## src/rtl/differential_odometry_accumulator_core_assert.svh

```systemverilog
// assertion macros shared by the odometry accumulator rtl
// no dependencies; included by the modules that carry checks
`ifndef DIFFERENTIAL_ODOMETRY_ACCUMULATOR_CORE_ASSERT_SVH
`define DIFFERENTIAL_ODOMETRY_ACCUMULATOR_CORE_ASSERT_SVH

// same-cycle implication, disabled while reset is asserted
`define DOA_ASSERT_NOW(lbl, clk, rst_n, ante, cons, msg) \
    lbl: assert property (@(posedge clk) disable iff (!rst_n) (ante) |-> (cons)) \
        else $error(msg);

// next-cycle implication, disabled while reset is asserted
`define DOA_ASSERT_NEXT(lbl, clk, rst_n, ante, cons, msg) \
    lbl: assert property (@(posedge clk) disable iff (!rst_n) (ante) |=> (cons)) \
        else $error(msg);

`endif

```

## src/rtl/doa_pkg.sv

```systemverilog
// shared types, widths and constants for the odometry accumulator
// no dependencies; used by every module of the block
`default_nettype none

package doa_pkg;

    // input delta width
    localparam int DELTA_WIDTH = 16;
    localparam int SUM_W       = DELTA_WIDTH + 1;

    // configuration register widths and reset values
    localparam int WD_W       = 10;
    localparam int TW_W       = 11;
    localparam int CPR_W      = 16;
    localparam int CFG_IDX_W  = 2;
    localparam int CFG_DATA_W = 16;
    localparam logic [WD_W-1:0]  WD_RESET  = WD_W'(65);
    localparam logic [TW_W-1:0]  TW_RESET  = TW_W'(160);
    localparam logic [CPR_W-1:0] CPR_RESET = CPR_W'(1560);

    // register indexes
    localparam logic [CFG_IDX_W-1:0] REG_WHEEL_DIAMETER = 2'd0;
    localparam logic [CFG_IDX_W-1:0] REG_TRACK_WIDTH    = 2'd1;
    localparam logic [CFG_IDX_W-1:0] REG_COUNTS_PER_REV = 2'd2;

    // arithmetic widths
    localparam int ACC_W  = 32;
    localparam int NUM_W  = 64;
    localparam int KD_W   = 42;
    localparam int KH_W   = 28;
    localparam int DDEN_W = 37;
    localparam int HDEN_W = 27;
    localparam int DREM_W = 38;
    localparam int HREM_W = 28;

    // scale factors: pi*1e6 times um per mm, mdeg per half turn, 2 * 1e6
    localparam logic [31:0] DIST_K = 32'd3141593000;
    localparam logic [17:0] MDEG_K = 18'd180000;
    localparam logic [20:0] DEN_K  = 21'd2000000;

    // command queue between front and back
    localparam int QUEUE_DEPTH = 2;
    localparam int QPTR_W      = $clog2(QUEUE_DEPTH);
    localparam int QCNT_W      = $clog2(QUEUE_DEPTH + 1);

    // command classes
    localparam logic [1:0] OP_CLEAR  = 2'd0;
    localparam logic [1:0] OP_SKIP   = 2'd1;
    localparam logic [1:0] OP_UPDATE = 2'd2;

    typedef struct packed {
        logic signed [DELTA_WIDTH-1:0] left_delta;
        logic signed [DELTA_WIDTH-1:0] right_delta;
        logic                          clear_totals;
    } t_in;

    typedef struct packed {
        logic signed [ACC_W-1:0] distance_total;
        logic signed [ACC_W-1:0] heading_total;
        logic                    valid_res;
    } t_out;

    typedef struct packed {
        logic [WD_W-1:0]  wheel_diameter;
        logic [TW_W-1:0]  track_width;
        logic [CPR_W-1:0] counts_per_rev;
    } t_cfg;

    typedef struct packed {
        logic [1:0]              op;
        logic                    ok;
        logic signed [SUM_W-1:0] sum;
        logic signed [SUM_W-1:0] diff;
    } t_cmd;

endpackage

`default_nettype wire

```

## src/rtl/doa_front.sv

```systemverilog
// front end: accepts items, classifies them and queues commands
// depends on doa_pkg
`default_nettype none

module doa_front (
    input  wire logic          i_clk,
    input  wire logic          i_rst_n,
    input  wire doa_pkg::t_cfg i_cfg,
    input  wire logic          i_push,
    input  wire doa_pkg::t_in  i_item,
    output logic               o_full,
    output logic               o_cmd_valid,
    output doa_pkg::t_cmd      o_cmd,
    input  wire logic          i_cmd_take
);

    `include "differential_odometry_accumulator_core_assert.svh"

    doa_pkg::t_cmd r_q [doa_pkg::QUEUE_DEPTH];
    logic [doa_pkg::QPTR_W-1:0] r_wp;
    logic [doa_pkg::QPTR_W-1:0] r_rp;
    logic [doa_pkg::QCNT_W-1:0] r_cnt;

    logic          w_ok;
    logic          w_push_ok;
    logic          w_take_ok;
    doa_pkg::t_cmd w_cmd;

    // classify the item and form the wheel sum and difference
    always_comb begin
        w_ok = (i_cfg.wheel_diameter != '0) && (i_cfg.track_width != '0) &&
               (i_cfg.counts_per_rev != '0);
        w_cmd.ok   = w_ok;
        w_cmd.sum  = doa_pkg::SUM_W'(i_item.left_delta) +
                     doa_pkg::SUM_W'(i_item.right_delta);
        w_cmd.diff = doa_pkg::SUM_W'(i_item.right_delta) -
                     doa_pkg::SUM_W'(i_item.left_delta);
        if (i_item.clear_totals) begin
            w_cmd.op = doa_pkg::OP_CLEAR;
        end else if (!w_ok) begin
            w_cmd.op = doa_pkg::OP_SKIP;
        end else begin
            w_cmd.op = doa_pkg::OP_UPDATE;
        end
    end

    assign o_full      = (r_cnt == doa_pkg::QCNT_W'(doa_pkg::QUEUE_DEPTH));
    assign o_cmd_valid = (r_cnt != '0);
    assign o_cmd       = r_q[r_rp];
    assign w_push_ok   = i_push && !o_full;
    assign w_take_ok   = i_cmd_take && o_cmd_valid;

    // queue pointers and fill level
    always_ff @(posedge i_clk) begin
        if (!i_rst_n) begin
            r_wp  <= '0;
            r_rp  <= '0;
            r_cnt <= '0;
        end else begin
            if (w_push_ok) begin
                r_wp <= r_wp + doa_pkg::QPTR_W'(1);
            end
            if (w_take_ok) begin
                r_rp <= r_rp + doa_pkg::QPTR_W'(1);
            end
            if (w_push_ok && !w_take_ok) begin
                r_cnt <= r_cnt + doa_pkg::QCNT_W'(1);
            end else if (w_take_ok && !w_push_ok) begin
                r_cnt <= r_cnt - doa_pkg::QCNT_W'(1);
            end
        end
    end

    // queue storage
    always_ff @(posedge i_clk) begin
        if (w_push_ok) begin
            r_q[r_wp] <= w_cmd;
        end
    end

    `DOA_ASSERT_NEXT(a_cnt_inc, i_clk, i_rst_n, w_push_ok && !w_take_ok,
        r_cnt == $past(r_cnt) + doa_pkg::QCNT_W'(1), "queue level did not rise on push")
    `DOA_ASSERT_NEXT(a_cnt_dec, i_clk, i_rst_n, w_take_ok && !w_push_ok,
        r_cnt == $past(r_cnt) - doa_pkg::QCNT_W'(1), "queue level did not fall on take")
    `DOA_ASSERT_NOW(a_cnt_range, i_clk, i_rst_n, 1'b1,
        r_cnt <= doa_pkg::QCNT_W'(doa_pkg::QUEUE_DEPTH), "queue level beyond depth")

endmodule

`default_nettype wire

```

## config.mk

```make
export PLATFORM = sky130hd
export DESIGN_NAME = doa_front
export DESIGN_NICKNAME = d
export VERILOG_FILES = /design/src/rtl/doa_pkg.sv /design/src/rtl/doa_front.sv
export VERILOG_INCLUDE_DIRS = /design/src /design/src/rtl
export SDC_FILE = /design/constraint.sdc
export NUM_CORES = 1
export LEC_CHECK = 0
export BUFFER_PORTS_ARGS = -buffer_cell sky130_fd_sc_hd__buf_2
export CAP_MARGIN = 40
export CORE_MARGIN = 4
export CORE_UTILIZATION = 49
export CTS_CLUSTER_SIZE = 24
export DETAILED_ROUTE_END_ITERATION = 6
export HOLD_SLACK_MARGIN = 0.15
export PLACE_DENSITY = 0.77
export SLEW_MARGIN = 10
export SYNTH_ARGS = -nofsm -noshare
export SYNTH_HDL_FRONTEND = slang
export SYNTH_SLANG_ARGS = --single-unit
```

## constraint.sdc

```tcl
create_clock -name i_clk -period 2.53 [get_ports i_clk]
set_clock_uncertainty 0.1 [all_clocks]
set_input_delay 0.3795 -clock i_clk [delete_from_list [all_inputs] [get_ports i_clk]]
set_output_delay 0.3795 -clock i_clk [all_outputs]
set_load 0.01 [all_outputs]
```

==> results of run 1 <==
[report_power, final]
| group | switching, mW | leakage, nW | internal, mW |
|---|---|---|---|
| logic | 0.826 | 1.60 | 0.690 |
| registers | 0.0572 | 0.708 | 1.68 |
| clock network | 0.425 | 0.116 | 0.655 |
| total | 1.31 | 2.42 | 3.03 |
[layer usage]
metal	wire length, um	vias up
li1	-	1732
met4	199	0
met1	4720	1660
met2	5030	118
met3	630	14
met5	0	-
[layout by cell type (no fill, tap or decap), drive strengths merged, types with 3 or more instances in the layout]
cell,Yosys,layout
a211oi,4,4
a21o,5,5
a21oi,19,19
a221o,3,3
a221oi,4,4
a31oi,4,4
and2,5,5
buf,14,141
bufinv,0,3
clkbuf,3,10
clkinv,1,3
dfxtp,5,5
edfxtp,72,72
ha,33,33
inv,32,32
mux2,36,36
mux2i,3,3
nand2,13,13
nand2b,6,6
nand3,5,5
nand4,4,4
nor2,31,31
nor2b,8,8
nor3,9,9
nor4,10,10
o211ai,4,4
o21ai,12,12
or4,3,3
xnor2,23,23
xor2,4,4
[worst register-to-register path, delay by kind of cell, from the launching register on]
kind,cells,cell delay (ns)
AND/OR/NAND/NOR,3,0.71
flip-flops,1,0.35
adder cells (fa/ha/maj),1,0.33
AO/OA/AOI/OAI,1,0.19
buffers and inverters,1,0.06
[path summary, 6_finish.rpt]
check,end,cells past startpoint
worst max-delay path,r_q[0][31],8
worst min-delay path,r_wp,2
worst max register to register,r_cnt[1],6
worst min register to register,r_cnt[1],2
[kinds of logic (layout without fill, tap and decap cells)]
kind of cell    count (synthesis)  in the layout
flops                          77             77
simple gates                  100            100
xor+xnor                       27             27
buf+inv                        50            190
fa+ha+maj                      35             35
mux                            39             39
compound gates                 72             72
[per-stage QoR]
stage	setup WS [ns]	utilization	hold slack, ns
6_report	0.294	0.622	0.202
5_1_grt	0.198	0.622	0.202
4_1_cts	0.287	0.622	0.192
3_5_place_dp	-0.0677	0.596	0.422
3_3_place_gp	-0.0133	0.596	0.385
2_1_floorplan	0.218	-	0.373
[registers in the layout (all words and copies together), names as in the netlist, named ones only]
name / flops
r_cnt: 2
r_wp: 1
r_rp: 1
r_q: 72
[cell type report]
class                      instances  area, um2
inverter                          33        129
clock buffer                      10        128
tap                              129        161
timing repair buffer             141        778
sequential                        77       2260
clock inverter                     6        111
multi-input combinational        273       2180
fill                             751       3490
==> impl_table.tex, run 1 <==
\begin{tabular}{lr}
\hline
Metric & Value \\
\hline
\multicolumn{2}{l}{\textbf{Clocking}} \\
\quad Worst-path clk slew & 0.07 ns \\
\quad H-tree levels & 3 \\
\quad Total clock sinks & 77 \\
\quad Number of clock buffers inserted by TritonCTS & 9 \\
\quad Max Buffers Root-to-Sink & 2 \\
\quad Post-cts repair resize count & 0 \\
\quad Post-CTS setup buffer count & 0 \\
\quad Clock latency reported for the late side of the worst-skew pair & 0.33 ns \\
\quad Clk Tree Root Cell & clkbuf\_8 \\
\quad Hold buffers post-CTS & 0 \\
\quad Clock tree from TritonCTS & yes \\
\multicolumn{2}{l}{\textbf{Layout}} \\
\quad Post-route design area & around 5700 um2 \\
\quad Final standard cell count with taps included and fillers excluded & 669 \\
\quad Number of nets in the finished design & 644 \\
\quad Layout overhead on the synthesized area & 23.3\% \\
\quad Number of antenna diodes & 0 \\
\quad Share of final-layout standard cells stronger than drive strength 1 & 0.378 \\
\multicolumn{2}{l}{\textbf{Min path}} \\
\quad Launch instance of the worst min-delay path & i\_rst\_n \\
\quad HP Class & in -> reg \\
\multicolumn{2}{l}{\textbf{Logic synthesis}} \\
\quad Cell area after synthesis & 4660 um2 \\
\quad Register bit total from synthesis & between 70 and 80 \\
\quad Synthesized-area fraction occupied by adder cells & 0.0972 \\
\quad Area share of the largest cell type after synthesis & 0.464 \\
\quad Mux share of post-synthesis cell area & 0.0934 \\
\quad Most frequent cells after synthesis & edfxtp\_1 (72), mux2\_2 (36), ha\_1 (33), nor2\_1 (31), inv\_1 (29) \\
\quad Share of the yosys chip area belonging to registers & 0.485 \\
\quad Unique cell type count in the Yosys netlist & 59 \\
\quad Mean post-synth cell area & 11.7 um2 \\
\quad Post-Synth XOR/XNOR Area & 0.0507 \\
\quad Fraction of registers with async set or reset after synthesis & 0 \\
\quad Post-synthesis compound-gate area fraction & 0.112 \\
\quad Number of nets produced by synthesis & 509 \\
\quad Post-synthesis simple-gate area fraction & 0.112 \\
\quad Dominant cell type by area after synthesis & edfxtp\_1 \\
\quad Top FF cell, synth & edfxtp\_1 \\
\quad Ys Warns & 0 \\
\quad Ranking of synthesized cells by area & edfxtp\_1 (46\%), ha\_1 (8.9\%), mux2\_2 (8.7\%), xnor2\_1 (4.3\%), nor2\_1 (2.5\%) \\
\quad Number of flops mapped to enable cells by yosys & slightly above 70 \\
\quad Number of cells produced by synthesis & 400 \\
\quad Most instantiated library cell after synthesis & edfxtp\_1 \\
\quad Dominant combinational cell family by area after synthesis & compound AO/OA/AOI/OAI gates \\
\multicolumn{2}{l}{\textbf{Route}} \\
\quad Routed via count divided by cell count & 5.27 \\
\quad Wire length per cell & 15.8 um \\
\quad Total wire length after detailed routing & between 10000 and 15000 um \\
\quad Remaining design rule violation count & 0 \\
\quad Via count & about 3500 \\
\quad Number of nets still failing antenna checks after routing & 0 \\
\quad Violation count after the first detailed-route iteration & 179 \\
\quad Number of detailed-route iterations in the first pass & 4 \\
\multicolumn{2}{l}{\textbf{Pwr}} \\
\quad Overall Power & 4.33 mW \\
\quad Worst voltage drop across the vdd grid & 299 uV \\
\quad Leakage power total & 2.42 nW \\
\quad Cell area power density & around 750 nW/um2 \\
\multicolumn{2}{l}{\textbf{Global route}} \\
\quad Maximum number of pins on one net before global-route repair & 38 \\
\quad Number of antenna violations at the first check in global routing & 0 \\
\quad All-Layer GR Usage & 0.190 \\
\quad Wire length of the first global-routing pass & 17000 um \\
\quad Vias in the first global route & 3607 \\
\quad Global-route track usage on met2 & 0.326 \\
\quad M3 GR Usage & 0.0263 \\
\quad Busiest layer in global routing & met2 \\
\quad Remaining global-route overflow & 0 \\
\quad Fraction of met1 tracks used by global routing & 0.245 \\
\multicolumn{2}{l}{\textbf{Timing}} \\
\quad Min cycle time layout & between 2 and 2.5 ns \\
\quad Relative max-transition margin & 0.672 \\
\quad Highest clock frequency the design can meet & between 400 and 500 MHz \\
\quad Transition time of the tightest slew-check pin & approximately 0.5 ns \\
\quad Max-slew violation count & 0 \\
\quad Setup violators final & 0 \\
\quad Period utilisation layout & 0.884 \\
\quad RSZ-0062 raised after global routing & no \\
\quad Total negative slack & 0 ns \\
\quad Final Hold Violating Endpoints & 0 \\
\multicolumn{2}{l}{\textbf{Critical path}} \\
\quad Reg-to-reg slack, setup & 0.71 ns \\
\quad Reg-to-Reg Start & r\_cnt[0] \\
\quad Startpoint-to-endpoint class of the critical path & in -> reg \\
\quad Endpoint class of the critical path & flop \\
\quad Ordered cell list for the critical path & buf\_2 -> ha\_1 -> fa\_1 -> nor2b\_1 -> o211ai\_1 -> a211oi\_2 -> or4\_1 -> nand4\_1 \\
\quad Endpoint arrival time on the critical path & 2.33 ns \\
\quad Max incr delay on CP & 0.51 ns \\
\quad Critical path launch point type & input pin \\
\quad Worst-path cell with the longest stage delay & or4\_1 \\
\quad Startpoint of the worst setup timing path & i\_item[1] \\
\quad Data required, critical path & approximately 2.6 ns \\
\quad Combined buffer and inverter count along the critical path & 1 \\
\quad Worst Path Max Fanout & 3 \\
\quad Family with the most delay on the worst path & simple AND/OR/NAND/NOR gates \\
\multicolumn{2}{l}{\textbf{Die}} \\
\quad DIE WIDTH & 106 um \\
\quad Number of core rows & 35 \\
\quad I/O pins & 113 \\
\quad Initial standard-cell utilization of the core & 0.505 \\
\quad Full die area & 11100 um2 \\
\quad Die extent in y & 106 um \\
\quad Area of the core & approximately 9200 um2 \\
\multicolumn{2}{l}{\textbf{Outcome}} \\
\quad Result of the run & completed \\
\multicolumn{2}{l}{\textbf{Placed design}} \\
\quad Detailed Place HPWL & 8290 um \\
\quad Number of cells in the design after placement & approximately 650 \\
\quad Instance area after placement & $\sim$5500 um2 \\
\quad Routability congestion estimate & around 0.88 \\
\quad Port buffer count & between 100 and 150 \\
\multicolumn{2}{l}{\textbf{Job}} \\
\quad Number of maximum-capacitance constraint violations & 0 \\
\hline
\end{tabular}
Power figures use the tool's default switching activity.
==> run 2: changes to the inputs <==
ABC_AREA = 1   (was default)
CORE_UTILIZATION = 50   (was 49)
PLACE_DENSITY = 0.78   (was 0.77)
==> run 2 against run 1 <==
Net effect:
- fmax increased by 1.3%
- die area increased by 4.7%
- clock power decreased by 13%
- setup slack improved by 0.029 ns
- via count increased by 16%
- register-to-register slack got worse by 0.39 ns
- synthesized area increased by 7.2%
- largest cell class unchanged
- synthesized cell count increased by 45%
- critical endpoint is now r_cnt[1]
- sequential power about the same
==> impl_table.tex, run 2 <==
\begin{tabular}{lr}
\hline
Metric & Value \\
\hline
\multicolumn{2}{l}{\textbf{Clocking}} \\
\quad Clk Tree Root Cell & clkbuf\_8 \\
\quad Number of clock buffers inserted by TritonCTS & 9 (unchanged) \\
\quad Clock tree from TritonCTS & yes \\
\quad Post-cts repair resize count & 0 (unchanged) \\
\quad Clock latency reported for the late side of the worst-skew pair & 0.34 ns (about the same) \\
\quad Total clock sinks & 77 (unchanged) \\
\quad H-tree levels & 3 (unchanged) \\
\quad Hold buffers post-CTS & 0 (unchanged) \\
\quad Max Buffers Root-to-Sink & 2 (unchanged) \\
\quad Worst-path clk slew & 0.07 ns (about the same) \\
\quad Post-CTS setup buffer count & 0 (unchanged) \\
\multicolumn{2}{l}{\textbf{Pwr}} \\
\quad Overall Power & 4.09 mW (-5.7\%) \\
\quad Sequential cell fraction of total power & 0.426 (+0.025) \\
\quad Internal power contribution & 2.78 mW (-8.1\%) \\
\quad Leakage power total & 2.96 nW (+22\%) \\
\quad Cell area power density & 697 nW/um2 (-7.5\%) \\
\quad Power share of the clock group & 0.231 (-0.018) \\
\quad Worst voltage drop across the vdd grid & 419 uV (+40\%) \\
\quad Net Sw Power & 1.31 mW (about the same) \\
\quad Gate power share & 0.343 (-0.007) \\
\quad Sw Share & 0.320 (+0.0181) \\
\multicolumn{2}{l}{\textbf{Route}} \\
\quad Number of detailed-route iterations in the first pass & 6 (+2) \\
\quad Total wire length after detailed routing & 11500 um (+9.0\%) \\
\quad Via count & 4076 (+16\%) \\
\quad Remaining design rule violation count & 0 (unchanged) \\
\quad Routed via count divided by cell count & 4.92 (-6.7\%) \\
\quad Wire length per cell & 13.9 um (-12\%) \\
\quad Violation count after the first detailed-route iteration & 264 (+47\%) \\
\quad Number of nets still failing antenna checks after routing & 0 (unchanged) \\
\multicolumn{2}{l}{\textbf{Logic synthesis}} \\
\quad Post-synthesis simple-gate area fraction & 0.218 (+0.106) \\
\quad Ranking of synthesized cells by area & edfxtp\_1 (43\%), nand2\_1 (13\%), ha\_1 (8.3\%), mux2\_2 (8.1\%), inv\_1 (7.7\%) \\
\quad Mean post-synth cell area & 8.60 um2 (-26\%) \\
\quad Fraction of registers with async set or reset after synthesis & 0 (unchanged) \\
\quad Dominant cell type by area after synthesis & edfxtp\_1 \\
\quad Synthesized-area fraction occupied by adder cells & 0.0906 (-0.00654) \\
\quad Top FF cell, synth & edfxtp\_1 \\
\quad Register bit total from synthesis & 77 (unchanged) \\
\quad Mux share of post-synthesis cell area & 0.0811 (-0.0123) \\
\quad Unique cell type count in the Yosys netlist & 27 (-54\%) \\
\quad Post-synthesis compound-gate area fraction & 0.0285 (-0.0839) \\
\quad Number of flops mapped to enable cells by yosys & 72 (unchanged) \\
\quad Cell area after synthesis & 5000 um2 (+7.2\%) \\
\quad Dominant combinational cell family by area after synthesis & simple AND/OR/NAND/NOR gates \\
\quad Area share of the largest cell type after synthesis & 0.433 (-0.0312) \\
\quad Post-Synth XOR/XNOR Area & 0.0245 (-0.0262) \\
\quad Number of cells produced by synthesis & 581 (+45\%) \\
\quad Share of the yosys chip area belonging to registers & 0.453 (-0.0327) \\
\quad Most frequent cells after synthesis & nand2\_1 (175), inv\_1 (103), edfxtp\_1 (72), nor2\_1 (42), mux2\_2 (36) \\
\quad Most instantiated library cell after synthesis & nand2\_1 \\
\quad Number of nets produced by synthesis & 690 (+36\%) \\
\quad Ys Warns & 0 (unchanged) \\
\multicolumn{2}{l}{\textbf{Critical path}} \\
\quad Endpoint arrival time on the critical path & 2.34 ns (about the same) \\
\quad Worst Path Max Fanout & 5 (+2) \\
\quad Startpoint-to-endpoint class of the critical path & reg -> reg \\
\quad Worst r2r dst & r\_cnt[1] \\
\quad Termination of the worst setup path & r\_cnt[1] \\
\quad Number of cells on the worst reg-to-reg path & 8 (+2) \\
\quad Startpoint of the worst setup timing path & r\_cnt[1] \\
\quad Family with the most delay on the worst path & compound AO/OA/AOI/OAI gates \\
\quad Cell seen most often among critical-path stages & o21ai\_0 \\
\quad Data required, critical path & 2.66 ns (+0.04 ns) \\
\quad Number of stages on the worst setup path & 8 (unchanged) \\
\quad Endpoint class of the critical path & flop \\
\quad Critical path launch point type & flop \\
\quad Worst-path cell with the longest stage delay & o21ai\_0 \\
\quad Ordered cell list for the critical path & inv\_1 -> o21ai\_0 -> inv\_1 -> ha\_1 -> a21oi\_1 -> o21ai\_0 -> o21ai\_0 -> a21oi\_1 \\
\quad Max incr delay on CP & 0.61 ns (+0.10 ns) \\
\quad Combined buffer and inverter count along the critical path & 2 (+1) \\
\quad Reg-to-Reg Start & r\_cnt[1] \\
\quad Reg-to-reg slack, setup & 0.32 ns (-0.39 ns) \\
\multicolumn{2}{l}{\textbf{Die}} \\
\quad Initial standard-cell utilization of the core & 0.511 (+0.00686) \\
\quad Area of the core & 9770 um2 (+5.8\%) \\
\quad DIE WIDTH & 108 um (+2.3\%) \\
\quad Die extent in y & 108 um (+2.3\%) \\
\quad I/O pins & 113 (unchanged) \\
\quad Number of core rows & 36 (+2.9\%) \\
\quad Full die area & 11700 um2 (+4.7\%) \\
\multicolumn{2}{l}{\textbf{Timing}} \\
\quad Total negative slack & 0 ns (unchanged) \\
\quad Period utilisation layout & 0.872 (-0.0116) \\
\quad Hold Slack & 0.213 ns (+0.0105 ns) \\
\quad Relative max-transition margin & 0.489 (-0.183) \\
\quad Final Hold Violating Endpoints & 0 (unchanged) \\
\quad RSZ-0062 raised after global routing & no \\
\quad Transition time of the tightest slew-check pin & 0.758 ns (+0.267 ns) \\
\quad Setup violators final & 0 (unchanged) \\
\quad Highest clock frequency the design can meet & 453 MHz (+1.3\%) \\
\quad Min cycle time layout & 2.21 ns (-0.0294 ns) \\
\quad Max-slew violation count & 0 (unchanged) \\
\multicolumn{2}{l}{\textbf{Global route}} \\
\quad Number of antenna violations at the first check in global routing & 0 (unchanged) \\
\quad Vias in the first global route & 3925 (+8.8\%) \\
\quad All-Layer GR Usage & 0.205 (+0.0154) \\
\quad Wire length of the first global-routing pass & 18400 um (+8.4\%) \\
\quad Maximum number of pins on one net before global-route repair & 38 (unchanged) \\
\quad Remaining global-route overflow & 0 (unchanged) \\
\multicolumn{2}{l}{\textbf{Placed design}} \\
\quad Routability congestion estimate & 0.924 (+4.7\%) \\
\quad Instance area after placement & 5650 um2 (+2.5\%) \\
\quad Port buffer count & 112 (unchanged) \\
\quad Detailed Place HPWL & 9270 um (+12\%) \\
\multicolumn{2}{l}{\textbf{Layout}} \\
\quad Leading cell type in the layout, fill and taps excluded & nand2\_1 \\
\quad Biggest register & r\_q \\
\quad Share of final-layout standard cells stronger than drive strength 1 & 0.256 (-0.122) \\
\quad Top Registers & r\_q: 72 flops, r\_cnt: 2 flops \\
\quad Highest-count cells in the layout ignoring fill and taps & nand2\_1 (175), buf\_2 (112), inv\_1 (103) \\
\quad Number of flip-flops under the largest register name & 72 (unchanged) \\
\quad Number of antenna diodes & 0 (unchanged) \\
\quad Post-route design area & 5860 um2 (+2.0\%) \\
\quad Final core occ & 0.600 (-0.0225) \\
\quad Layout overhead on the synthesized area & 17.3\% \\
\quad Number of nets in the finished design & 800 (+24\%) \\
\multicolumn{2}{l}{\textbf{Min path}} \\
\quad HP Class & in -> reg \\
\multicolumn{2}{l}{\textbf{Outcome}} \\
\quad Result of the run & completed \\
\multicolumn{2}{l}{\textbf{Job}} \\
\quad Number of maximum-capacitance constraint violations & 0 (unchanged) \\
\hline
\end{tabular}
## run 2: through the flow
| step | setup slack, ns | cells |
|---|---|---|
| finish | 0.323 | 829 |
| global route | 0.138 | 829 |
| CTS | 0.302 | 829 |
| detailed placement | 0.281 | 813 |
| global placement | 0.335 | 813 |
| floorplan | 0.502 | 581 |
## run 2: how the worst min path moves through the flow
stage | start | end | slack (ns) | cells after the start
after global placement | r_rp | r_rp | 0.36 | 2
after CTS | i_rst_n | r_wp | 0.19 | 3
after detailed placement | r_rp | flop | 0.37 | 2
after global routing | i_rst_n | r_cnt[1] | 0.22 | 3
after floorplan | r_rp | flop | 0.35 | 2
final | i_rst_n | r_cnt[1] | 0.21 | 3
## run 2: area by class of cell
cell class	count	area, um2
clock buffer	13	169
inverter	107	402
tap	133	166
timing repair buffer	116	591
clock inverter	3	42.5
multi-input combinational	380	2230
fill	874	3910
sequential	77	2260
## run 2: logic make-up after synthesis
kind of cell / after synthesis
flops: 77
buf+inv: 124
fa+ha+maj: 35
simple gates: 268
mux: 36
xor+xnor: 14
compound gates: 27
## run 2: routing by layer
| metal | global-route usage | wire [um] | vias up |
|---|---|---|---|
| met5 | 0 | 0 | - |
| met4 | 0.0649 | 164 | 0 |
| met3 | 0.0358 | 793 | 13 |
| met2 | 0.369 | 5760 | 130 |
| met1 | 0.250 | 4810 | 1872 |
| li1 | - | - | 2061 |
## run 2: worst register-to-register path, stage by stage (launching register included)
cell and delay, ns:
dfxtp_1 0.31, inv_1 0.07, o21ai_0 0.61, inv_1 0.16, ha_1 0.37, a21oi_1 0.13, o21ai_0 0.12, o21ai_0 0.17
a21oi_1 0.05
## run 2: power groups by stage
stage / sequential (mW) / clock (mW) / combinational, mW
2_1_floorplan: 1.75 / 0 / 0.932
3_3_place_gp: 1.75 / 0 / 1.38
3_5_place_dp: 1.77 / 0 / 1.41
4_1_cts: 1.74 / 0.966 / 1.42
5_1_grt: 1.76 / 1.02 / 1.56
6_report: 1.74 / 0.945 / 1.40
==> run 3: changes to the inputs <==
CORE_MARGIN = default   (was 4)
==> run 3 against run 2 <==
Net effect:
- flip-flop and latch count unchanged
- via count fell by 1.3%
- largest cell class unchanged
- count of clock-buffer cells in the layout down 1
- die area shrank 11%
- register-to-register slack improved by 0.22 ns
- cell count unchanged
- design area down 0.41%
- first-iteration DRC count decreased by 35%
- power down 2.0%
- setup slack better by 0.10 ns
==> impl_table.tex, run 3 (synthesis gave the netlist of run 2 again) <==
\begin{tabular}{lr}
\hline
Metric & Value \\
\hline
\multicolumn{2}{l}{\textbf{Clocking}} \\
\quad Clk Tree Root Cell & clkbuf\_8 \\
\quad Hold buffers post-CTS & 0 (unchanged) \\
\quad Worst-path clk slew & 0.07 ns (about the same) \\
\quad Clock latency reported for the late side of the worst-skew pair & 0.35 ns (about the same) \\
\quad Post-cts repair resize count & 0 (unchanged) \\
\quad Max Buffers Root-to-Sink & 2 (unchanged) \\
\quad Total clock sinks & 77 (unchanged) \\
\quad H-tree levels & 3 (unchanged) \\
\quad Post-CTS setup buffer count & 0 (unchanged) \\
\quad Number of clock buffers inserted by TritonCTS & 9 (unchanged) \\
\quad Clock tree from TritonCTS & yes \\
\multicolumn{2}{l}{\textbf{Die}} \\
\quad Initial standard-cell utilization of the core & 0.514 (+0.00237) \\
\quad Area of the core & 9730 um2 (-0.46\%) \\
\quad Full die area & 10400 um2 (-11\%) \\
\quad I/O pins & 113 (unchanged) \\
\quad Number of core rows & 36 (unchanged) \\
\quad Die extent in y & 102 um (-5.6\%) \\
\quad DIE WIDTH & 102 um (-5.6\%) \\
\multicolumn{2}{l}{\textbf{Outcome}} \\
\quad Result of the run & completed \\
\multicolumn{2}{l}{\textbf{Timing}} \\
\quad Setup violators final & 0 (unchanged) \\
\quad Final Hold Violating Endpoints & 0 (unchanged) \\
\quad Total negative slack & 0 ns (unchanged) \\
\quad RSZ-0062 raised after global routing & no \\
\quad Relative max-transition margin & 0.598 (+0.108) \\
\quad Min cycle time layout & 2.11 ns (-0.100 ns) \\
\quad Max-slew violation count & 0 (unchanged) \\
\quad Highest clock frequency the design can meet & 475 MHz (+4.8\%) \\
\quad Transition time of the tightest slew-check pin & 0.597 ns (-0.161 ns) \\
\quad Period utilisation layout & 0.833 (-0.0396) \\
\multicolumn{2}{l}{\textbf{Layout}} \\
\quad Biggest register & r\_q \\
\quad Number of flip-flops under the largest register name & 72 (unchanged) \\
\quad Top Registers & r\_q: 72 flops, r\_cnt: 2 flops \\
\quad Number of antenna diodes & 0 (unchanged) \\
\quad Leading cell type in the layout, fill and taps excluded & nand2\_1 \\
\quad Final core occ & 0.600 (about the same) \\
\quad Fill cells & 848 (-3.0\%) \\
\quad Share of final-layout standard cells stronger than drive strength 1 & 0.254 (-0.00144) \\
\quad Final standard cell count with taps included and fillers excluded & 829 (unchanged) \\
\quad Area used by multi-input combinational logic & 2220 um2 (-0.22\%) \\
\quad Layout overhead on the synthesized area & 16.8\% \\
\quad Highest-count cells in the layout ignoring fill and taps & nand2\_1 (175), buf\_2 (112), inv\_1 (103) \\
\quad Total area of sequential cells & 2260 um2 (unchanged) \\
\quad Number of nets in the finished design & 800 (unchanged) \\
\multicolumn{2}{l}{\textbf{Min path}} \\
\quad HP Class & in -> reg \\
\quad Number of stages on the worst hold path & 3 (unchanged) \\
\multicolumn{2}{l}{\textbf{Global route}} \\
\quad All-Layer GR Usage & 0.216 (+0.0107) \\
\quad Wire length of the first global-routing pass & 16800 um (-8.6\%) \\
\quad Number of antenna violations at the first check in global routing & 0 (unchanged) \\
\quad Maximum number of pins on one net before global-route repair & 38 (unchanged) \\
\quad Remaining global-route overflow & 0 (unchanged) \\
\quad Vias in the first global route & 3783 (-3.6\%) \\
\multicolumn{2}{l}{\textbf{Placed design}} \\
\quad Port buffer count & 112 (unchanged) \\
\quad Number of cells in the design after placement & 813 (unchanged) \\
\quad Routability congestion estimate & 0.973 (+5.4\%) \\
\quad Detailed Place HPWL & 8470 um (-8.6\%) \\
\multicolumn{2}{l}{\textbf{Pwr}} \\
\quad Worst voltage drop across the vdd grid & 333 uV (-21\%) \\
\quad Leakage power total & 2.95 nW (-0.35\%) \\
\quad Power share of the clock group & 0.221 (-0.010) \\
\quad Internal power contribution & 2.72 mW (-2.1\%) \\
\quad Cell area power density & 686 nW/um2 (-1.6\%) \\
\quad Sequential cell fraction of total power & 0.434 (+0.008) \\
\quad Gate power share & 0.345 (+0.002) \\
\quad Sw Share & 0.320 (about the same) \\
\quad Net Sw Power & 1.28 mW (-2.0\%) \\
\multicolumn{2}{l}{\textbf{Route}} \\
\quad Via count & 4025 (-1.3\%) \\
\quad Routed via count divided by cell count & 4.86 (-1.3\%) \\
\quad Number of nets still failing antenna checks after routing & 0 (unchanged) \\
\quad Number of detailed-route iterations in the first pass & 7 (+1) \\
\quad Wire length per cell & 12.9 um (-7.1\%) \\
\quad Total wire length after detailed routing & 10700 um (-7.1\%) \\
\quad Remaining design rule violation count & 0 (unchanged) \\
\quad Violation count after the first detailed-route iteration & 171 (-35\%) \\
\multicolumn{2}{l}{\textbf{Critical path}} \\
\quad Endpoint class of the critical path & primary output \\
\quad Number of cells on the worst reg-to-reg path & 8 (unchanged) \\
\quad Endpoint arrival time on the critical path & 1.63 ns (-0.71 ns) \\
\quad Max incr delay on CP & 0.41 ns (-0.20 ns) \\
\quad Startpoint-to-endpoint class of the critical path & reg -> out \\
\quad Data required, critical path & 2.05 ns (-0.61 ns) \\
\quad Family with the most delay on the worst path & buffers and inverters \\
\quad Worst Path Max Fanout & 36 (+31) \\
\quad Combined buffer and inverter count along the critical path & 2 (unchanged) \\
\quad Worst-path cell with the longest stage delay & mux2\_2 \\
\quad Critical path launch point type & flop \\
\quad Number of stages on the worst setup path & 3 (-5) \\
\quad Ordered cell list for the critical path & buf\_4 -> mux2\_2 -> buf\_2 \\
\multicolumn{2}{l}{\textbf{Job}} \\
\quad Number of maximum-capacitance constraint violations & 0 (unchanged) \\
\hline
\end{tabular}
run 3: path summary, 6_finish.rpt:
kind                            startpoint        end  slack, ns
worst max-delay path                  flop  o_cmd[10]       0.42
worst min-delay path               i_rst_n   r_cnt[0]       0.21
worst max register to register    r_cnt[1]   r_cnt[1]       0.54
worst min register to register        r_rp       r_rp       0.38
run 3: tightest hold or removal path, stage by stage:
cell,delay (ns)
buf_2,0.12
o21ai_0,0.07
a21oi_1,0.04
run 3: final cells by class:
class,instances,area share
Timing Repair Buffer,116,0.101
Multi-Input combinational cell,380,0.381
Tap cell,133,0.0285
Clock inverter,4,0.00814
Inverter,107,0.0688
Sequential cell,77,0.387
Clock buffer,12,0.0249
run 3: stage by stage:
stage / hold WS [ns] / cell area [um2] / power [mW] / setup slack [ns]
finish: 0.205 / 5840 / 4.00 / 0.424
global route: 0.209 / 5840 / 4.26 / 0.286
CTS: 0.188 / 5840 / 4.04 / 0.373
detailed placement: 0.372 / 5650 / 3.15 / 0.323
global placement: 0.359 / 5650 / 3.11 / 0.363
floorplan: 0.347 / 5000 / 2.68 / 0.502
run 3: power by group through the flow:
stage	clock network (mW)	logic (mW)	registers (mW)
finish	0.886	1.38	1.74
global route	0.957	1.54	1.75
CTS	0.906	1.39	1.74
detailed placement	0	1.39	1.77
global placement	0	1.36	1.75
floorplan	0	0.932	1.75
run 3: layer usage:
| metal | global-route usage | share of wire |
|---|---|---|
| met5 | 0 | 0 |
| met4 | 0.100 | 0.021 |
| met3 | 0.0390 | 0.059 |
| met2 | 0.376 | 0.48 |
| met1 | 0.259 | 0.44 |
